===== config.mk =====
export PLATFORM = sky130hd
export DESIGN_NAME = vector_norm_normalizer_core
export DESIGN_NICKNAME = d
export VERILOG_FILES = /design/src/rtl/vnn_pkg.sv /design/src/rtl/vnn_ctrl.sv /design/src/rtl/vnn_dpath.sv /design/src/rtl/vector_norm_normalizer_core.sv
export SDC_FILE = /design/constraint.sdc
export NUM_CORES = 2
export LEC_CHECK = 0
export BUFFER_PORTS_ARGS = -buffer_cell sky130_fd_sc_hd__buf_4
export CORE_MARGIN = 5
export CORE_UTILIZATION = 30
export CTS_CLUSTER_DIAMETER = 60
export DETAILED_ROUTE_END_ITERATION = 10
export PLACE_DENSITY = 0.43
export SLEW_MARGIN = 20
export SYNTH_ARGS = -nofsm -noshare
export SYNTH_HDL_FRONTEND = slang
export SYNTH_SLANG_ARGS = --single-unit

===== constraint.sdc =====
create_clock -name clk -period 8.4 [get_ports clk]
set_input_delay 1.68 -clock clk [delete_from_list [all_inputs] [get_ports clk]]
set_output_delay 1.68 -clock clk [all_outputs]
set_load 0.01 [all_outputs]

===== src/rtl/vnn_pkg.sv =====
// Package with the shared types and constants of the vector normalizer.
`default_nettype none
package vnn_pkg;

  localparam int MAX_LEN_DEF      = 64;
  localparam int SAMPLE_WIDTH_DEF = 16;
  localparam int ACC_W            = 37;
  localparam int NORM_FRAC        = 8;
  localparam int Q_FRAC           = 15;
  localparam int NORM_W           = ACC_W + NORM_FRAC;
  localparam int ROOT_W           = ACC_W + 2 * NORM_FRAC;
  localparam int Q_W              = 17;
  localparam int QBITS            = 16;
  localparam int OUT_W            = 16;
  localparam int CFG_ADDR_W       = 3;
  localparam int CFG_DATA_W       = 32;

  localparam logic [ACC_W-1:0] ACC_LIM = '1;

  localparam logic [1:0] MODE_NONE = 2'd0;
  localparam logic [1:0] MODE_L1   = 2'd1;
  localparam logic [1:0] MODE_L2   = 2'd2;
  localparam logic [1:0] MODE_INF  = 2'd3;
  localparam logic [1:0] MODE_RST  = MODE_L2;

  localparam logic REG_NORM_MODE = 1'b0;

  typedef enum logic [3:0] {
    S_LOAD, S_ACC_RD, S_ACC_MUL, S_ACC_ADD, S_SQRT_INIT, S_SQRT, S_NORM,
    S_EMIT_RD, S_PREP, S_DIV, S_FIN, S_OUT
  } state_t;

  typedef struct packed {
    logic ld;
    logic idx_clr;
    logic idx_inc;
    logic mul;
    logic add;
    logic sqrt_init;
    logic sqrt_step;
    logic norm_ld;
    logic prep;
    logic div_step;
    logic fin;
    logic vec_clr;
  } cmd_t;

  typedef struct packed {
    logic idx_last;
    logic is_l2;
    logic bypass;
    logic sqrt_done;
    logic div_done;
  } sts_t;

endpackage
`default_nettype wire


===== src/rtl/vnn_ctrl.sv =====
// Controller state machine of the vector normalizer.
`default_nettype none
module vnn_ctrl (
  input  wire              clk,
  input  wire              rst_n,
  input  wire              in_valid,
  input  wire              in_last,
  output logic             in_ready,
  output logic             out_valid,
  input  wire              out_ready,
  input  vnn_pkg::sts_t    sts,
  output vnn_pkg::cmd_t    cmd
);

  vnn_pkg::state_t state_r, state_nxt;

  always_ff @(posedge clk) begin
    if (!rst_n) begin
      state_r <= vnn_pkg::S_LOAD;
    end else begin
      state_r <= state_nxt;
    end
  end

  always_comb begin
    state_nxt = state_r;
    case (state_r)
      vnn_pkg::S_LOAD: begin
        if (in_valid && in_last) state_nxt = vnn_pkg::S_ACC_RD;
      end
      vnn_pkg::S_ACC_RD:  state_nxt = vnn_pkg::S_ACC_MUL;
      vnn_pkg::S_ACC_MUL: state_nxt = vnn_pkg::S_ACC_ADD;
      vnn_pkg::S_ACC_ADD: begin
        if (!sts.idx_last) state_nxt = vnn_pkg::S_ACC_RD;
        else if (sts.is_l2) state_nxt = vnn_pkg::S_SQRT_INIT;
        else state_nxt = vnn_pkg::S_NORM;
      end
      vnn_pkg::S_SQRT_INIT: state_nxt = vnn_pkg::S_SQRT;
      vnn_pkg::S_SQRT: begin
        if (sts.sqrt_done) state_nxt = vnn_pkg::S_NORM;
      end
      vnn_pkg::S_NORM:    state_nxt = vnn_pkg::S_EMIT_RD;
      vnn_pkg::S_EMIT_RD: state_nxt = vnn_pkg::S_PREP;
      vnn_pkg::S_PREP: begin
        state_nxt = sts.bypass ? vnn_pkg::S_FIN : vnn_pkg::S_DIV;
      end
      vnn_pkg::S_DIV: begin
        if (sts.div_done) state_nxt = vnn_pkg::S_FIN;
      end
      vnn_pkg::S_FIN: state_nxt = vnn_pkg::S_OUT;
      vnn_pkg::S_OUT: begin
        if (out_ready) begin
          state_nxt = sts.idx_last ? vnn_pkg::S_LOAD : vnn_pkg::S_EMIT_RD;
        end
      end
      default: state_nxt = vnn_pkg::S_LOAD;
    endcase
  end

  always_comb begin
    cmd       = '0;
    in_ready  = 1'b0;
    out_valid = 1'b0;
    case (state_r)
      vnn_pkg::S_LOAD: begin
        in_ready    = 1'b1;
        cmd.ld      = in_valid;
        cmd.idx_clr = in_valid && in_last;
      end
      vnn_pkg::S_ACC_MUL: cmd.mul = 1'b1;
      vnn_pkg::S_ACC_ADD: begin
        cmd.add     = 1'b1;
        cmd.idx_inc = !sts.idx_last;
      end
      vnn_pkg::S_SQRT_INIT: cmd.sqrt_init = 1'b1;
      vnn_pkg::S_SQRT:      cmd.sqrt_step = 1'b1;
      vnn_pkg::S_NORM: begin
        cmd.norm_ld = 1'b1;
        cmd.idx_clr = 1'b1;
      end
      vnn_pkg::S_PREP: cmd.prep     = 1'b1;
      vnn_pkg::S_DIV:  cmd.div_step = 1'b1;
      vnn_pkg::S_FIN:  cmd.fin      = 1'b1;
      vnn_pkg::S_OUT: begin
        out_valid   = 1'b1;
        cmd.idx_inc = out_ready && !sts.idx_last;
        cmd.vec_clr = out_ready && sts.idx_last;
      end
      default: cmd = '0;
    endcase
  end

endmodule
`default_nettype wire


===== src/rtl/vnn_dpath.sv =====
// Datapath of the vector normalizer: element store, norm, square root and divider.
`default_nettype none
module vnn_dpath #(
  parameter int MAX_LEN      = vnn_pkg::MAX_LEN_DEF,
  parameter int SAMPLE_WIDTH = vnn_pkg::SAMPLE_WIDTH_DEF
) (
  input  wire                           clk,
  input  wire                           rst_n,
  input  wire  [SAMPLE_WIDTH-1:0]       in_sample,
  input  wire                           in_last,
  input  wire  [1:0]                    cfg_mode,
  input  vnn_pkg::cmd_t                 cmd,
  output vnn_pkg::sts_t                 sts,
  output logic [vnn_pkg::OUT_W-1:0]     out_value,
  output logic                          out_end_of_vector
);

  localparam int SW     = SAMPLE_WIDTH;
  localparam int IDX_W  = (MAX_LEN > 1) ? $clog2(MAX_LEN) : 1;
  localparam int CNT_W  = $clog2(MAX_LEN + 1);
  localparam int SUM_W  = ((2 * SW > vnn_pkg::ACC_W) ? 2 * SW : vnn_pkg::ACC_W) + 1;
  localparam int SHIFT  = vnn_pkg::Q_FRAC + vnn_pkg::NORM_FRAC + 1;
  localparam int NW     = ((SW + SHIFT > vnn_pkg::NORM_W) ? SW + SHIFT : vnn_pkg::NORM_W) + 1;
  localparam int DW     = NW + vnn_pkg::QBITS;
  localparam int BW     = SW + vnn_pkg::Q_FRAC;
  localparam int ACC_W  = vnn_pkg::ACC_W;
  localparam int ROOT_W = vnn_pkg::ROOT_W;
  localparam int NORM_W = vnn_pkg::NORM_W;
  localparam int Q_W    = vnn_pkg::Q_W;
  localparam int OUT_W  = vnn_pkg::OUT_W;

  logic [SW-1:0]     mem [MAX_LEN];
  logic [SW-1:0]     rd_r;
  logic [CNT_W-1:0]  cnt_r;
  logic [IDX_W-1:0]  idx_r;
  logic [1:0]        mode_r;
  logic [SW-1:0]     mag_r;
  logic [2*SW-1:0]   sq_r;
  logic [ACC_W-1:0]  acc_r;
  logic [ROOT_W-1:0] v_r, root_r, bit_r;
  logic [NORM_W-1:0] norm_r;
  logic [NW-1:0]     rem_r;
  logic [DW-1:0]     dsh_r;
  logic [Q_W-1:0]    q_r;
  logic [vnn_pkg::QBITS-1:0] qbit_r;
  logic              sign_r;

  logic [SW-1:0]     rd_mag;
  logic [SUM_W-1:0]  sum;
  logic [ROOT_W-1:0] sq_try;
  logic [NW-1:0]     nn, den;
  logic [BW-1:0]     wide;
  logic [Q_W-1:0]    q_byp;
  logic              byp;

  assign rd_mag = rd_r[SW-1] ? (SW'(0) - rd_r) : rd_r;
  assign byp    = (mode_r == vnn_pkg::MODE_NONE) || (norm_r == '0);
  assign nn     = NW'({rd_mag, {(SHIFT){1'b0}}}) + NW'(norm_r);
  assign den    = NW'({norm_r, 1'b0});
  assign wide   = (mode_r == vnn_pkg::MODE_NONE) ? BW'(rd_mag)
                                                 : {rd_mag, {(vnn_pkg::Q_FRAC){1'b0}}};
  assign q_byp  = ((wide >> Q_W) != '0) ? '1 : wide[Q_W-1:0];
  assign sq_try = root_r + bit_r;

  always_comb begin
    sum = SUM_W'(acc_r);
    if (mode_r == vnn_pkg::MODE_L1) sum = SUM_W'(acc_r) + SUM_W'(mag_r);
    else if (mode_r == vnn_pkg::MODE_L2) sum = SUM_W'(acc_r) + SUM_W'(sq_r);
  end

  assign sts.idx_last  = (CNT_W'(idx_r) + CNT_W'(1)) == cnt_r;
  assign sts.is_l2     = mode_r == vnn_pkg::MODE_L2;
  assign sts.bypass    = byp;
  assign sts.sqrt_done = bit_r[0];
  assign sts.div_done  = qbit_r[0];

  always_ff @(posedge clk) begin
    if (cmd.ld && (cnt_r < CNT_W'(MAX_LEN))) begin
      mem[cnt_r[IDX_W-1:0]] <= in_sample;
    end
    rd_r <= mem[idx_r];
  end

  always_ff @(posedge clk) begin
    if (!rst_n) begin
      cnt_r  <= '0;
      acc_r  <= '0;
      mode_r <= vnn_pkg::MODE_RST;
      idx_r  <= '0;
      bit_r  <= '0;
      qbit_r <= '0;
    end else begin
      if (cmd.ld) begin
        if (cnt_r < CNT_W'(MAX_LEN)) cnt_r <= cnt_r + CNT_W'(1);
        if (in_last) mode_r <= cfg_mode;
      end
      if (cmd.idx_clr) idx_r <= '0;
      else if (cmd.idx_inc) idx_r <= idx_r + IDX_W'(1);
      if (cmd.vec_clr) begin
        cnt_r <= '0;
        acc_r <= '0;
      end else if (cmd.add) begin
        if (mode_r == vnn_pkg::MODE_INF) begin
          if (SUM_W'(mag_r) > SUM_W'(acc_r)) acc_r <= ACC_W'(mag_r);
        end else begin
          acc_r <= (sum > SUM_W'(vnn_pkg::ACC_LIM)) ? vnn_pkg::ACC_LIM : sum[ACC_W-1:0];
        end
      end
      if (cmd.sqrt_init) bit_r <= ROOT_W'(1) << (ROOT_W - 1);
      else if (cmd.sqrt_step) bit_r <= bit_r >> 2;
      if (cmd.prep) qbit_r <= vnn_pkg::QBITS'(1) << (vnn_pkg::QBITS - 1);
      else if (cmd.div_step) qbit_r <= qbit_r >> 1;
    end
  end

  always_ff @(posedge clk) begin
    if (cmd.mul) begin
      mag_r <= rd_mag;
      sq_r  <= rd_mag * rd_mag;
    end
    if (cmd.sqrt_init) begin
      v_r    <= {acc_r, {(2 * vnn_pkg::NORM_FRAC){1'b0}}};
      root_r <= '0;
    end else if (cmd.sqrt_step) begin
      if (v_r >= sq_try) begin
        v_r    <= v_r - sq_try;
        root_r <= (root_r >> 1) + bit_r;
      end else begin
        root_r <= root_r >> 1;
      end
    end
    if (cmd.norm_ld) begin
      norm_r <= (mode_r == vnn_pkg::MODE_L2) ? root_r[NORM_W-1:0]
                                              : {acc_r, {(vnn_pkg::NORM_FRAC){1'b0}}};
    end
    if (cmd.prep) begin
      sign_r <= rd_r[SW-1];
      rem_r  <= nn;
      dsh_r  <= DW'(den) << (vnn_pkg::QBITS - 1);
      if (byp) q_r <= q_byp;
      else q_r <= (DW'(nn) >= (DW'(den) << vnn_pkg::QBITS)) ? '1 : '0;
    end else if (cmd.div_step) begin
      if (DW'(rem_r) >= dsh_r) begin
        rem_r <= rem_r - NW'(dsh_r);
        q_r   <= q_r | Q_W'(qbit_r);
      end
      dsh_r <= dsh_r >> 1;
    end
    if (cmd.fin) begin
      out_end_of_vector <= sts.idx_last;
      if (sign_r) begin
        out_value <= (q_r > Q_W'(32768)) ? 16'h8000 : OUT_W'(Q_W'(0) - q_r);
      end else begin
        out_value <= (q_r > Q_W'(32767)) ? 16'h7fff : q_r[OUT_W-1:0];
      end
    end
  end

  a_cnt_range: assert property (@(posedge clk) disable iff (!rst_n)
    cnt_r <= CNT_W'(MAX_LEN)) else $error("element count beyond store depth");
  a_full_hold: assert property (@(posedge clk) disable iff (!rst_n)
    (cmd.ld && !cmd.vec_clr && cnt_r == CNT_W'(MAX_LEN)) |=> $stable(cnt_r))
    else $error("store full but count moved");
  a_qbit: assert property (@(posedge clk) disable iff (!rst_n)
    $onehot0(qbit_r)) else $error("divider step marker corrupted");
  a_root_bit: assert property (@(posedge clk) disable iff (!rst_n)
    $onehot0(bit_r)) else $error("square root step marker corrupted");

endmodule
`default_nettype wire


===== src/rtl/vector_norm_normalizer_core.sv =====
// Top level of the vector normalizer: configuration register, controller and datapath.
//
//   port group   direction   contents
//   in_          sink        in_sample, in_last (valid/ready)
//   out_         source      out_value, out_end_of_vector (valid/ready)
//   APB          slave       psel, penable, pwrite, paddr, pwdata, prdata, pready
//
// Loading takes one word per cycle while no earlier vector is still being processed.
// Then the norm sweep reads, multiplies and adds each stored element; the bit-serial
// square root runs in L2 mode and the norm is formed. Each result takes read and prep
// steps, the restoring divider (skipped in mode none or for a zero norm), a final step
// and any output stall. Synchronous reset clears count and accumulator; mode resets to L2.
`default_nettype none
module vector_norm_normalizer_core #(
  parameter int MAX_LEN      = vnn_pkg::MAX_LEN_DEF,
  parameter int SAMPLE_WIDTH = vnn_pkg::SAMPLE_WIDTH_DEF
) (
  input  wire                              clk,
  input  wire                              rst_n,
  input  wire                              in_valid,
  output logic                             in_ready,
  input  wire  [SAMPLE_WIDTH-1:0]          in_sample,
  input  wire                              in_last,
  output logic                             out_valid,
  input  wire                              out_ready,
  output logic [vnn_pkg::OUT_W-1:0]        out_value,
  output logic                             out_end_of_vector,
  input  wire                              psel,
  input  wire                              penable,
  input  wire                              pwrite,
  input  wire  [vnn_pkg::CFG_ADDR_W-1:0]   paddr,
  input  wire  [vnn_pkg::CFG_DATA_W-1:0]   pwdata,
  output logic [vnn_pkg::CFG_DATA_W-1:0]   prdata,
  output logic                             pready
);

  logic [1:0]    norm_mode_r;
  vnn_pkg::cmd_t cmd;
  vnn_pkg::sts_t sts;

  assign pready = 1'b1;
  assign prdata = (paddr[2] == vnn_pkg::REG_NORM_MODE)
                  ? vnn_pkg::CFG_DATA_W'(norm_mode_r) : '0;

  always_ff @(posedge clk) begin
    if (!rst_n) begin
      norm_mode_r <= vnn_pkg::MODE_RST;
    end else if (psel && penable && pwrite && pready
                 && paddr[2] == vnn_pkg::REG_NORM_MODE) begin
      norm_mode_r <= pwdata[1:0];
    end
  end

  vnn_ctrl u_ctrl (
    .clk       (clk),
    .rst_n     (rst_n),
    .in_valid  (in_valid),
    .in_last   (in_last),
    .in_ready  (in_ready),
    .out_valid (out_valid),
    .out_ready (out_ready),
    .sts       (sts),
    .cmd       (cmd)
  );

  vnn_dpath #(
    .MAX_LEN      (MAX_LEN),
    .SAMPLE_WIDTH (SAMPLE_WIDTH)
  ) u_dpath (
    .clk               (clk),
    .rst_n             (rst_n),
    .in_sample         (in_sample),
    .in_last           (in_last),
    .cfg_mode          (norm_mode_r),
    .cmd               (cmd),
    .sts               (sts),
    .out_value         (out_value),
    .out_end_of_vector (out_end_of_vector)
  );

endmodule
`default_nettype wire

==> results.sh <==
export IMPL_synth_edff_count=1278
export IMPL_gp_congestion=0.841
export IMPL_crit_type="register to register"
export IMPL_vias=50600
export IMPL_cts_tree="built"
export IMPL_netSwitchingPower_w=0.0137
export IMPL_crit_required_ps=8990
export IMPL_clock_latency_ps=850
export IMPL_fin_setup_tns_ps=0
export IMPL_synth_cell_types=95
export IMPL_sw_frac_of_total_pct=39.7
export IMPL_ys_seq_elements=1480
export IMPL_layout_min_cycle_time_ps=8200
export IMPL_fin_area_um2=90000
export IMPL_slew_headroom_pct=26.3
export IMPL_hold_buffers=0
export IMPL_fin_cells=9950
export IMPL_grt_max_degree=98
export IMPL_hold_viol=0
export IMPL_synthArstFlopShare_pct=0
export IMPL_synth_top_area_cell="edfxtp_1"
export IMPL_cts_made_buffers=184
export IMPL_fin_util_pct=34.4
export IMPL_dp_hpwl_um=159000
export IMPL_worst_setup_path_start_kind="register"
export IMPL_maxCapViolations=0
export IMPL_grt_pass1_vias=51400
export IMPL_grt_usage_pct=17.1
export IMPL_final_layout_size_suffix_gt1_share_pct=15.2
export IMPL_detail_route_iter0_violations=3517
export IMPL_final_setup_viol_count=0
export IMPL_p_clk_share_pct=22.5
export IMPL_ys_warnings_count=0
export IMPL_dp_cells=9614
export IMPL_slew_viol_final=0
export IMPL_antenna_found_initial=5
export IMPL_numClockSinks=1480
export IMPL_grt_setup_unrepaired="yes"
export IMPL_comb_power_share_pct=51.5
export IMPL_synth_top_area_share_pct=48.6
export IMPL_viasPerCell=5.09
export IMPL_clkSlewWorstSetupHoldPaths_ps=60
export IMPL_coreArea_um2=262000
export IMPL_seqPwrFrac_pct=26.0
export IMPL_dr_pass1_iters=5
export IMPL_wirelength_um=239000
export IMPL_syn_inst=6168
export IMPL_grt_ovfl_total=0
export IMPL_outcome="complete, no violations"
export IMPL_hold_path_class="register to register"
export IMPL_syn_area_um2=78900
export IMPL_fp_dieW_um=523
export IMPL_p_int_w=0.0208
export IMPL_place_area_um2=84100
export IMPL_crit_path_end_kind="register"
export IMPL_antenna_left=0
export IMPL_synth_ff_type="edfxtp_1"
export IMPL_crit_fanout=6
export IMPL_drc=0
export IMPL_syn_to_final_growth_pct=14.1
export IMPL_dieArea_um2=273000
export IMPL_finalCritPeriodShare_pct=97.6
export IMPL_cts_path_max_buffers=4
export IMPL_p_leak_nw=31.7
export IMPL_ys_top_cells_by_area="edfxtp_1 49%, mux4_2 9.6%, ha_1 5.7%"
export IMPL_port_buffers=47
export IMPL_yosysSeqAreaShare_pct=53.8
export IMPL_max_freq_mhz=122
export IMPL_worst_ep_arrival_time_ps=8790
export IMPL_h_tree_depth=4
export IMPL_nNetsFinal=6876
export IMPL_cts_root_buf="clkbuf_16"
export IMPL_clock_skew_ps=89.6
export IMPL_reg2reg_slack_ps=200
export IMPL_wire_per_inst_um=24.0
export IMPL_ios=111
export IMPL_initial_core_util_pct=30.1
export IMPL_die_h_um=523
export IMPL_worst_slew_pin_slew_ps=1100
export IMPL_peakVddDrop_v=0.00122
export IMPL_syn_mean_instance_area_um2=12.8
export IMPL_grt_pass1_wl_um=350000
export IMPL_row_count=188
export IMPL_powerDensity_nw_per_um2=383
## layout make-up
type                       count  area, um^2
timing repair buffer         216        1650
inverter                     424        1600
clock buffer                 234        4970
fill                       25900      172000
antenna                        8        20.0
tap                         3515        4400
sequential                  1480       42400
multi-input combinational   3980       34100
clock inverter                93         886
## layer usage
metal / track usage [%] / vias up / share of wire [%]
met1: 22.4 / 26000 / 44
met4: 4.74 / 2 / 2.9
met5: 0 / - / 0.0054
met3: 1.96 / 296 / 3.4
met2: 29.9 / 976 / 50
li1: - / 23300 / -
## flip-flops by register name, indices dropped and copies added, names as in the netlist, 4 cells and up
name,cells
u_dpath.v_r,53
u_dpath.q_r,17
u_dpath.cnt_r,7
u_dpath.qbit_r,16
u_ctrl.state_r,4
u_dpath.bit_r,27
u_dpath.mag_r,15
u_dpath.dsh_r,61
u_dpath.rd_r,16
u_dpath.acc_r,37
u_dpath.root_r,53
u_dpath.sq_r,31
u_dpath.rem_r,46
u_dpath.mem,1024
u_dpath.norm_r,45
u_dpath.idx_r,6
u_dpath.out_value,16
## cells in the final DEF (no fill, tap or decap), types with 42 or more instances in the layout
cell type	instances
inv_1	413
o21a_1	47
o21ai_0	282
a31oi_1	67
dfxtp_1	194
a21o_1	101
nor2_1	382
buf_4	212
a21oi_1	341
nor3_1	65
xnor2_1	167
clkbuf_16	188
a211oi_1	47
nor2b_1	54
mux4_2	337
nand2_1	488
conb_1	42
nand4_1	62
nor2_2	46
fa_1	167
mux2i_1	74
edfxtp_1	1278
ha_1	359
nand3_1	117
xor2_1	132
## worst max-delay path: stages, from the launching register on
cell and delay [ps]:
dfxtp_2 320, or4_4 530, or3_4 360, or4_4 470, o31ai_4 340, xor2_4 210, inv_4 90, buf_4 140
nand2_2 70, fa_1 450, fa_1 560, inv_1 50, fa_1 480, fa_1 520, fa_1 550, inv_1 50
fa_1 490, inv_2 50, ha_4 230, a2111o_1 380, a2bb2oi_2 180, a211o_1 330, o211a_1 180, o41ai_2 320
buf_4 180, o2111ai_1 130, a21oi_1 170, xnor2_1 80
## worst paths after layout
kind / start / end / cells after the start
hold reg to reg: u_dpath.dsh_r[0]$_SDFFE_PP0N_ / u_dpath.dsh_r[0]$_SDFFE_PP0N_ / 2
hold / removal: u_dpath.dsh_r[0]$_SDFFE_PP0N_ / u_dpath.dsh_r[0]$_SDFFE_PP0N_ / 2
setup reg to reg: u_dpath.rd_r[3]$_DFF_P_ / u_dpath.sq_r[31]$_DFFE_PP_ / 27
setup / recovery: u_dpath.rd_r[3]$_DFF_P_ / u_dpath.sq_r[31]$_DFFE_PP_ / 27
## timing repair
item / in CTS / in global routing
pin swaps: 0 / 26
endpoints found under the hold margin: 0 / 0
buffers inserted: 0 / 1
endpoints found under the setup margin: 1 / 4
gates resized for setup: 1 / 24
## metrics by stage
| step | total power, W | hold WS, ps | worst slack (ps) |
|---|---|---|---|
| 4_1_cts | 0.0346 | 458 | 39.3 |
| 3_5_place_dp | 0.0266 | 450 | -46.8 |
| 3_3_place_gp | 0.0266 | 441 | 9.11 |
| 6_report | 0.0345 | 453 | 199 |
| 5_1_grt | 0.0372 | 496 | -95.2 |
| 2_1_floorplan | 0.0209 | 422 | 102 |
## cell families after synthesis
kind of cell | count (synthesis) | synth area share [%]
DFF | 1480 | 53.8
and+or+nand+nor | 1465 | 8.56
AOI/OAI and AO/OA | 1218 | 9.84
buffers and inverters | 748 | 3.72
adders and majority gates | 532 | 10.0
muxes | 417 | 10.6
xor gates and xnor gates | 306 | 3.42
other | 2 | 0.00952
## power groups by stage
stage | Combinational [W] | Sequential [W] | Clock [W]
5_1_grt | 0.0200 | 0.00895 | 0.00829
4_1_cts | 0.0177 | 0.00893 | 0.00798
6_report | 0.0178 | 0.00897 | 0.00776
2_1_floorplan | 0.0119 | 0.00907 | 0
3_5_place_dp | 0.0175 | 0.00909 | 0
3_3_place_gp | 0.0175 | 0.00908 | 0
## cell usage after synthesis, types with 31 or more instances
cell type  count
nor2b_1       54
nor3_1        66
buf_4         31
nand2_1      497
o22ai_1       32
a21o_1       101
a21oi_1      343
fa_1         169
nand3_1      118
mux2i_1       74
and3_1        36
edfxtp_1    1278
xor2_1       133
o21ai_0      285
a31oi_1       67
inv_1        417
dfxtp_1      202
a211oi_1      48
clkbuf_1     241
o21bai_1      35
o31ai_1       40
mux4_2       337
o21a_1        47
nand4_1       62
ha_1         362
buf_1         50
nor2_1       439
or3_1         34
xnor2_1      172
No activity file was read; power rests on OpenSTA's default activity.
